[src/rtl/hsc_pkg.sv]
// Shared types and constants for the hysteresis shot counter and rate meter.
package hsc_pkg;

    localparam int MARGIN_W   = 12;
    localparam int TIMER_W    = 16;
    localparam int WSHOT_W    = 16;
    localparam int SCALE_W    = 8;
    localparam int RATE_W     = 24;
    localparam int CFG_IDX_W  = 8;
    localparam int CFG_DATA_W = 16;

    localparam logic [CFG_IDX_W-1:0] REG_HYST_MARGIN = 8'd0;
    localparam logic [CFG_IDX_W-1:0] REG_WINDOW_MS   = 8'd1;
    localparam logic [CFG_IDX_W-1:0] REG_LONG_PRESS  = 8'd2;
    localparam logic [CFG_IDX_W-1:0] REG_RATE_SCALE  = 8'd3;

    localparam logic [MARGIN_W-1:0] RST_HYST_MARGIN = 12'd200;
    localparam logic [TIMER_W-1:0]  RST_WINDOW_MS   = 16'd1000;
    localparam logic [TIMER_W-1:0]  RST_LONG_PRESS  = 16'd2000;
    localparam logic [SCALE_W-1:0]  RST_RATE_SCALE  = 8'd60;

    typedef struct packed {
        logic [MARGIN_W-1:0] hysteresis_margin;
        logic [TIMER_W-1:0]  window_ms;
        logic [TIMER_W-1:0]  long_press_ms;
        logic [SCALE_W-1:0]  rate_scale;
    } cfg_t;

    typedef enum logic [1:0] {
        BTN_IDLE,
        BTN_PRESS,
        BTN_LONG
    } btn_state_t;

    typedef struct packed {
        logic calib;
        logic rearm;
        logic clear;
    } btn_ctrl_t;

endpackage

[src/rtl/hsc_cfg_regs.sv]
// Configuration register file with write decode.
module hsc_cfg_regs
    import hsc_pkg::*;
(
    input  logic                  clk,
    input  logic                  rst_n,
    input  logic                  cfg_valid,
    output logic                  cfg_ready,
    input  logic [CFG_IDX_W-1:0]  cfg_index,
    input  logic [CFG_DATA_W-1:0] cfg_data,
    output cfg_t                  cfg
);

    cfg_t cfg_reg;
    cfg_t cfg_next;

    assign cfg_ready = 1'b1;
    assign cfg      = cfg_reg;

    always_comb
    begin
        cfg_next = cfg_reg;
        if (cfg_valid)
        begin
            unique case (cfg_index)
                REG_HYST_MARGIN: cfg_next.hysteresis_margin = cfg_data[MARGIN_W-1:0];
                REG_WINDOW_MS:   cfg_next.window_ms         = cfg_data[TIMER_W-1:0];
                REG_LONG_PRESS:  cfg_next.long_press_ms     = cfg_data[TIMER_W-1:0];
                REG_RATE_SCALE:  cfg_next.rate_scale        = cfg_data[SCALE_W-1:0];
                default:         cfg_next = cfg_reg;
            endcase
        end
    end

    always_ff @(posedge clk or negedge rst_n)
    begin
        if (!rst_n)
        begin
            cfg_reg.hysteresis_margin <= RST_HYST_MARGIN;
            cfg_reg.window_ms         <= RST_WINDOW_MS;
            cfg_reg.long_press_ms     <= RST_LONG_PRESS;
            cfg_reg.rate_scale        <= RST_RATE_SCALE;
        end
        else
        begin
            cfg_reg <= cfg_next;
        end
    end

endmodule

[src/rtl/hsc_button.sv]
// Button press tracker: short press and long press into calibration.
module hsc_button
    import hsc_pkg::*;
(
    input  logic               clk,
    input  logic               rst_n,
    input  logic               step,
    input  logic               button_down,
    input  logic               ms_tick,
    input  logic [TIMER_W-1:0] long_press_ms,
    output btn_ctrl_t          ctrl
);

    btn_state_t         state_reg;
    btn_state_t         state_next;
    logic [TIMER_W-1:0] press_timer_reg;
    logic [TIMER_W-1:0] press_timer_next;
    logic               calib_reg;
    logic               calib_next;
    logic               rearm;
    logic               clear;
    logic [TIMER_W-1:0] press_adv;
    logic               first_long;
    logic               held_long;

    // advance on tick, saturate
    assign press_adv  = (ms_tick && (press_timer_reg != '1)) ? press_timer_reg + 1'b1
                                                             : press_timer_reg;
    assign first_long = (long_press_ms == '0);
    assign held_long  = (press_adv >= long_press_ms);

    always_comb
    begin
        state_next       = state_reg;
        press_timer_next = press_timer_reg;
        unique case (state_reg)
            BTN_IDLE:
            begin
                if (button_down)
                begin
                    press_timer_next = '0;
                    state_next       = first_long ? BTN_LONG : BTN_PRESS;
                end
            end
            BTN_PRESS:
            begin
                if (button_down)
                begin
                    press_timer_next = press_adv;
                    if (held_long)
                        state_next = BTN_LONG;
                end
                else
                begin
                    state_next = BTN_IDLE;
                end
            end
            BTN_LONG:
            begin
                if (!button_down)
                    state_next = BTN_IDLE;
            end
            default:
            begin
                state_next = BTN_IDLE;
            end
        endcase
    end

    always_comb
    begin
        calib_next = calib_reg;
        rearm      = 1'b0;
        clear      = 1'b0;
        unique case (state_reg)
            BTN_IDLE:
            begin
                if (button_down && first_long)
                    calib_next = 1'b1;
            end
            BTN_PRESS:
            begin
                if (button_down)
                begin
                    if (held_long)
                        calib_next = 1'b1;
                end
                else if (calib_reg)
                begin
                    // short press leaves calibration
                    calib_next = 1'b0;
                    rearm      = 1'b1;
                end
                else
                begin
                    clear = 1'b1;
                end
            end
            BTN_LONG:
            begin
                calib_next = calib_reg;
            end
            default:
            begin
                calib_next = calib_reg;
            end
        endcase
    end

    assign ctrl.calib = calib_next;
    assign ctrl.rearm = rearm;
    assign ctrl.clear = clear;

    always_ff @(posedge clk or negedge rst_n)
    begin
        if (!rst_n)
        begin
            state_reg       <= BTN_IDLE;
            press_timer_reg <= '0;
            calib_reg       <= 1'b0;
        end
        else if (step)
        begin
            state_reg       <= state_next;
            press_timer_reg <= press_timer_next;
            calib_reg       <= calib_next;
        end
    end

endmodule

[src/rtl/hsc_meter.sv]
// Schmitt detector, shot counters, window timer and rate computation.
module hsc_meter
    import hsc_pkg::*;
#(
    parameter int SAMPLE_BITS = 12,
    parameter int TOTAL_BITS  = 32
)
(
    input  logic                   clk,
    input  logic                   rst_n,
    input  logic                   step,
    input  logic [SAMPLE_BITS-1:0] sensor_sample,
    input  logic [SAMPLE_BITS-1:0] threshold,
    input  logic                   ms_tick,
    input  cfg_t                   cfg,
    input  btn_ctrl_t              ctrl,
    output logic                   shot,
    output logic [TOTAL_BITS-1:0]  total,
    output logic [RATE_W-1:0]      rate,
    output logic                   rate_upd
);

    localparam int SUM_W = ((SAMPLE_BITS > MARGIN_W) ? SAMPLE_BITS : MARGIN_W) + 1;

    logic                  armed_reg;
    logic                  armed_next;
    logic [WSHOT_W-1:0]    wshots_reg;
    logic [WSHOT_W-1:0]    wshots_next;
    logic [TOTAL_BITS-1:0] total_reg;
    logic [TOTAL_BITS-1:0] total_next;
    logic [RATE_W-1:0]     rate_reg;
    logic [RATE_W-1:0]     rate_next;
    logic [TIMER_W-1:0]    wtimer_reg;
    logic [TIMER_W-1:0]    wtimer_next;

    logic [TIMER_W-1:0]    wtimer_adv;
    logic                  armed_cur;
    logic [WSHOT_W-1:0]    wshots_base;
    logic [TOTAL_BITS-1:0] total_base;
    logic [RATE_W-1:0]     rate_base;
    logic [SUM_W-1:0]      rearm_level;
    logic                  below;
    logic                  above;
    logic [WSHOT_W-1:0]    wshots_inc;
    logic                  window_end;
    logic [RATE_W-1:0]     product;

    assign wtimer_adv  = (ms_tick && (wtimer_reg != '1)) ? wtimer_reg + 1'b1 : wtimer_reg;
    assign armed_cur   = armed_reg | ctrl.rearm;
    assign wshots_base = ctrl.clear ? '0 : wshots_reg;
    assign total_base  = ctrl.clear ? '0 : total_reg;
    assign rate_base   = ctrl.clear ? '0 : rate_reg;

    assign rearm_level = SUM_W'(threshold) + SUM_W'(cfg.hysteresis_margin);
    assign below       = (sensor_sample < threshold);
    assign above       = (SUM_W'(sensor_sample) > rearm_level);

    assign shot       = !ctrl.calib && armed_cur && below;
    assign wshots_inc = (shot && (wshots_base != '1)) ? wshots_base + 1'b1 : wshots_base;
    assign window_end = !ctrl.calib && (wtimer_adv >= cfg.window_ms);
    assign product    = RATE_W'(wshots_inc) * RATE_W'(cfg.rate_scale);

    always_comb
    begin
        armed_next  = armed_cur;
        total_next  = total_base + TOTAL_BITS'(shot);
        wshots_next = wshots_inc;
        rate_next   = rate_base;
        wtimer_next = wtimer_adv;
        if (shot)
            armed_next = 1'b0;
        else if (!ctrl.calib && above)
            armed_next = 1'b1;
        if (window_end)
        begin
            rate_next   = product;
            wshots_next = '0;
            wtimer_next = '0;
        end
    end

    assign total    = total_next;
    assign rate     = rate_next;
    assign rate_upd = window_end;

    always_ff @(posedge clk or negedge rst_n)
    begin
        if (!rst_n)
        begin
            armed_reg  <= 1'b1;
            wshots_reg <= '0;
            total_reg  <= '0;
            rate_reg   <= '0;
            wtimer_reg <= '0;
        end
        else if (step)
        begin
            armed_reg  <= armed_next;
            wshots_reg <= wshots_next;
            total_reg  <= total_next;
            rate_reg   <= rate_next;
            wtimer_reg <= wtimer_next;
        end
    end

endmodule

[src/rtl/hysteresis_shot_counter_rate_meter_core.sv]
// Shot counter with hysteresis detector and windowed rate meter: top level.
// From input acceptance to result valid, a word passes the input register, then the result register.
// Throughput: one word per cycle while results drain; out_ready low stalls the input register.
// A finished result may wait in the output register while the next word is taken.
// Reset: configuration returns to defaults, counters and timers clear, detector is armed.
module hysteresis_shot_counter_rate_meter_core
    import hsc_pkg::*;
#(
    parameter int SAMPLE_BITS = 12,
    parameter int TOTAL_BITS  = 32
)
(
    input  logic                   clk,
    input  logic                   rst_n,
    input  logic                   cfg_valid,
    output logic                   cfg_ready,
    input  logic [CFG_IDX_W-1:0]   cfg_index,
    input  logic [CFG_DATA_W-1:0]  cfg_data,
    input  logic                   in_valid,
    output logic                   in_ready,
    input  logic [SAMPLE_BITS-1:0] sensor_sample,
    input  logic [SAMPLE_BITS-1:0] threshold,
    input  logic                   button_down,
    input  logic                   ms_tick,
    output logic                   out_valid,
    input  logic                   out_ready,
    output logic                   shot_pulse,
    output logic [TOTAL_BITS-1:0]  total_shots,
    output logic [RATE_W-1:0]      rate_per_period,
    output logic                   rate_updated,
    output logic                   calibrating,
    output logic                   counts_cleared
);

    cfg_t                   cfg;
    btn_ctrl_t              ctrl;

    logic                   in_valid_reg;
    logic [SAMPLE_BITS-1:0] sample_reg;
    logic [SAMPLE_BITS-1:0] thresh_reg;
    logic                   button_reg;
    logic                   tick_reg;

    logic                   out_valid_reg;
    logic                   shot_reg;
    logic [TOTAL_BITS-1:0]  total_reg;
    logic [RATE_W-1:0]      rate_reg;
    logic                   rate_upd_reg;
    logic                   calib_reg;
    logic                   cleared_reg;

    logic                   step;
    logic                   accept;
    logic                   shot;
    logic [TOTAL_BITS-1:0]  total;
    logic [RATE_W-1:0]      rate;
    logic                   rate_upd;

    // move the held word into the result register when that slot frees up
    assign step     = in_valid_reg && (!out_valid_reg || out_ready);
    assign in_ready = !in_valid_reg || step;
    assign accept   = in_valid && in_ready;

    hsc_cfg_regs u_cfg (
        .clk       (clk),
        .rst_n     (rst_n),
        .cfg_valid (cfg_valid),
        .cfg_ready (cfg_ready),
        .cfg_index (cfg_index),
        .cfg_data  (cfg_data),
        .cfg       (cfg)
    );

    hsc_button u_button (
        .clk           (clk),
        .rst_n         (rst_n),
        .step          (step),
        .button_down   (button_reg),
        .ms_tick       (tick_reg),
        .long_press_ms (cfg.long_press_ms),
        .ctrl          (ctrl)
    );

    hsc_meter #(
        .SAMPLE_BITS (SAMPLE_BITS),
        .TOTAL_BITS  (TOTAL_BITS)
    ) u_meter (
        .clk           (clk),
        .rst_n         (rst_n),
        .step          (step),
        .sensor_sample (sample_reg),
        .threshold     (thresh_reg),
        .ms_tick       (tick_reg),
        .cfg           (cfg),
        .ctrl          (ctrl),
        .shot          (shot),
        .total         (total),
        .rate          (rate),
        .rate_upd      (rate_upd)
    );

    always_ff @(posedge clk or negedge rst_n)
    begin
        if (!rst_n)
        begin
            in_valid_reg  <= 1'b0;
            out_valid_reg <= 1'b0;
        end
        else
        begin
            if (accept)
                in_valid_reg <= 1'b1;
            else if (step)
                in_valid_reg <= 1'b0;

            if (step)
                out_valid_reg <= 1'b1;
            else if (out_ready)
                out_valid_reg <= 1'b0;
        end
    end

    always_ff @(posedge clk)
    begin
        if (accept)
        begin
            sample_reg <= sensor_sample;
            thresh_reg <= threshold;
            button_reg <= button_down;
            tick_reg   <= ms_tick;
        end
        if (step)
        begin
            shot_reg     <= shot;
            total_reg    <= total;
            rate_reg     <= rate;
            rate_upd_reg <= rate_upd;
            calib_reg    <= ctrl.calib;
            cleared_reg  <= ctrl.clear;
        end
    end

    assign out_valid       = out_valid_reg;
    assign shot_pulse      = shot_reg;
    assign total_shots     = total_reg;
    assign rate_per_period = rate_reg;
    assign rate_updated    = rate_upd_reg;
    assign calibrating     = calib_reg;
    assign counts_cleared  = cleared_reg;

endmodule

[config.mk]
export PLATFORM = sky130hd
export DESIGN_NAME = hysteresis_shot_counter_rate_meter_core
export DESIGN_NICKNAME = d
export VERILOG_FILES = /design/src/rtl/hsc_pkg.sv /design/src/rtl/hsc_cfg_regs.sv /design/src/rtl/hsc_button.sv /design/src/rtl/hsc_meter.sv /design/src/rtl/hysteresis_shot_counter_rate_meter_core.sv
export SDC_FILE = /design/constraint.sdc
export NUM_CORES = 1
export LEC_CHECK = 0
export CELL_PAD_IN_SITES_DETAIL_PLACEMENT = 1
export CELL_PAD_IN_SITES_GLOBAL_PLACEMENT = 1
export CORE_UTILIZATION = 35
export DETAILED_ROUTE_END_ITERATION = 12
export DONT_BUFFER_PORTS = 1
export PLACE_DENSITY = 0.7
export SKIP_CTS_REPAIR_TIMING = 1
export SLEW_MARGIN = 15
export SYNTH_ARGS = -nofsm -noshare
export SYNTH_HDL_FRONTEND = slang
export SYNTH_HIERARCHICAL = 1
export SYNTH_SLANG_ARGS = --single-unit
[constraint.sdc]
create_clock -name clk -period 20.1 [get_ports clk]
set_input_delay 1.005 -clock clk [delete_from_list [all_inputs] [get_ports clk]]
set_output_delay 1.005 -clock clk [all_outputs]
set_load 0.05 [all_outputs]
==> key figures <==
Synthesis
  – Post-synthesis sequential area ratio: 37.2%
  – Top FF cell, synth: dfrtp_1
  – Synth Instances: 1,755
  – Yosys warns: 6
  – Synth area leader: dfrtp_1
  – Synth top area share: 19.9%
  – Distinct cells, synth: 86
  – Register bit count reported by yosys: 248
  – Synthesized cell area: 17,900 µm²
  – Syn_nets: 2,011
  – Top post-synthesis cells by area: dfrtp_1 (20%), edfxtp_1 (14%), fa_1 (9.5%)
  – Mean post-synth cell area: 10.2 µm²
  – Async SR Flop Fraction: 65.3%
  – Post-synth EDFFs: 86

Flow run
  – Max Cap Violations: 0

Clocking
  – Worst skew pair latency: roughly 0.57 ns
  – Clock-pin slew of the registers on the worst-case setup and hold paths: ~0.060 ns
  – TritonCTS clock tree: built
  – Clk root buf: clkbuf_16
  – Clock Tree Buf Depth: 3
  – Clock sinks: 248
  – CTS Buf Count: 30
  – H-tree levels: 1

Worst setup path
  – Crit path max fanout: 18
  – Crit end category: register
  – CP required: 20.39 ns
  – Worst-path cell with the longest stage delay: a211oi_4
  – CP dominant cell by count: fa_1
  – Setup Crit Path Kind: reg2reg
  – Largest stage delay, worst path: 0.71 ns
  – Critical path arrival: 10.24 ns
  – Worst Setup Start Kind: register
  – Worst Reg-to-Reg Cells: 29

Layout
  – Final #Nets: 1,981
  – Antenna cell count: 0
  – # fillers: 5,646
  – Design area: a little under 20,000 µm²
  – Area delta synth->final: 9.02%
  – Layout cells sized above 1: 10.5%
  – Largest register FFs: between 50 and 60
  – Commonest non-fill, non-tap cells in the layout: inv_1 (165), dfrtp_1 (142), nor2_1 (132)
  – Most common cell after layout, fill and taps aside: inv_1

Global route
  – First-pass GRT wire length: 75.0 mm
  – GR Overflow Total: 0
  – GRT Total Usage: 17.5%
  – Largest net degree at the start of global routing: 163
  – Number of global-route vias before repair: 13,935
  – Initial antenna violation count: 0

Placement
  – Post-placement cell area: 18,500 µm²
  – Detailed-placement wirelength estimate: 33.4 mm
  – GP Congestion: 0.830
  – Place WS: 10.19 ns
  – Port Buffers: 0

Detailed routing
  – Antenna Nets Post-Route: 0
  – Via count: 12,717
  – Drt total wl: 45.0 mm
  – DR WL/cell: 18.6 µm
  – DRC Markers: 0
  – Vias/cell: 5.25
  – 1st-pass router iterations: 5
  – DR iter-0 viols: 581

Die
  – IO Count: 118
  – Die Y: 228 µm
  – Initial Util: 35.6%
  – DIE WIDTH: between 200 and 250 µm
  – Core footprint: roughly 50,000 µm²
  – Num rows: 82
  – Full die area: roughly 52,000 µm²

Timing
  – Final WS setup: between 10 and 15 ns
  – Finish-stage setup viols: 0
  – RSZ-0062 raised after global routing: false
  – Pins Over Slew Limit: 0
  – Setup tns final: 0 ns
  – Tcrit/Tclk final: 49.5%
  – Fmax: 100 MHz
  – Min Tclk post-route: 9.95 ns
  – Worst-Margin Slew: 1.01 ns
  – Final Hold Fails: 0
  – Relative slew slack: 32.4%
  – Clock skew: 0.0119 ns

Outcome
  – Status: finished clean

Power
  – Power per cell area: 81.2 nW/µm²
  – Worst vdd ir: 0.0684 mV
  – Cell leakage power: between 8 and 9 nW

Min path
  – Hold crit path type: in2async
-- report_power, final --
group          switching (mW)  total (mW)  internal [mW]
combinational           0.227       0.346          0.119
clock                   0.223       0.552          0.329
sequential             0.0999       0.686          0.586
total                   0.550        1.58           1.03
-- through the flow --
step | std cells | power [mW] | util, % | hold slack (ns)
detailed placement | 2365 | 1.04 | 36.8 | 0.481
global route | 2421 | 1.67 | 38.8 | 0.0977
floorplan | 1755 | 0.932 | - | 0.450
finish | 2421 | 1.58 | 38.8 | 0.128
CTS | 2421 | 1.61 | 38.8 | 0.103
global placement | 2365 | 1.03 | 36.8 | 0.464
-- Yosys cell counts (all sizes together), types with 3 or more instances --
master	n
inv	166
dfrtp	142
nor2	133
nand2	120
ha	116
edfxtp	86
fa	85
o21ai	81
and2	75
mux2	66
xnor2	56
nand2b	54
a21oi	53
clkbuf	52
nor2b	47
xor2	40
nand3	33
mux2i	32
a22o	31
nor3	29
o2bb2ai	22
a21o	21
dfstp	20
nand4	20
buf	17
and3	13
o21a	13
nor4	11
and4	10
o211ai	10
a211oi	9
o31ai	8
or2	8
nand4b	7
nor3b	7
nand3b	6
a2111oi	5
a221oi	5
or3	5
o2111ai	4
a211o	3
a21bo	3
o22ai	3
o41ai	3
-- critical path, delay by kind of cell (launching register included) --
| kind | cells | cell delay, ns |
|---|---|---|
| flip-flops | 1 | 0.54 |
| multiplexers | 2 | 0.49 |
| XOR/XNOR | 2 | 1.04 |
| adder cells (fa/ha/maj) | 6 | 2.68 |
| buffers and inverters | 2 | 0.09 |
| AO/OA/AOI/OAI | 12 | 3.55 |
| AND/OR/NAND/NOR | 5 | 1.26 |
-- cell type report --
| cell class | instances | area (µm²) | share of cell area [%] |
|---|---|---|---|
| well taps | 672 | 841 | 4.31 |
| multi-input cells | 1272 | 10300 | 52.9 |
| inverters | 166 | 623 | 3.19 |
| clock buffers | 37 | 818 | 4.19 |
| repair buffers | 7 | 52.6 | 0.269 |
| flip-flops and latches | 248 | 6660 | 34.1 |
| clock inverters | 19 | 193 | 0.988 |
-- cells by family after synthesis --
group | Yosys count | synth area share, %
xor+xnor | 96 | 4.91
mux | 98 | 6.17
fa+ha+maj | 201 | 17.6
compound gates | 293 | 11.3
other cells | 1 | 0.0210
buf+inv | 235 | 5.24
flops | 248 | 37.2
simple gates | 583 | 17.5
-- final timing paths --
check                                            start  slack (ns)                     endpoint
hold reg to reg                    u_meter/rate_reg[4]        0.49          u_meter/rate_reg[4]
min in group clk                   u_meter/rate_reg[4]        0.49          u_meter/rate_reg[4]
max in group asynchronous                        rst_n       19.60         u_meter/rate_reg[22]
hold / removal                                   rst_n        0.13  u_button/press_timer_reg[0]
setup / recovery           u_button/press_timer_reg[4]       10.15          rate_per_period[21]
setup reg to reg           u_button/press_timer_reg[4]       10.15          rate_per_period[21]
-- layer usage --
metal / GRT usage, % / share of wire (%) / up-vias
li1: - / - / 5997
met1: 22.6 / 45 / 6469
met2: 30.7 / 49 / 198
met3: 2.86 / 3.9 / 53
met4: 3.40 / 1.8 / 0
met5: 0 / 0 / -
No activity file was read; power rests on OpenSTA's default activity.
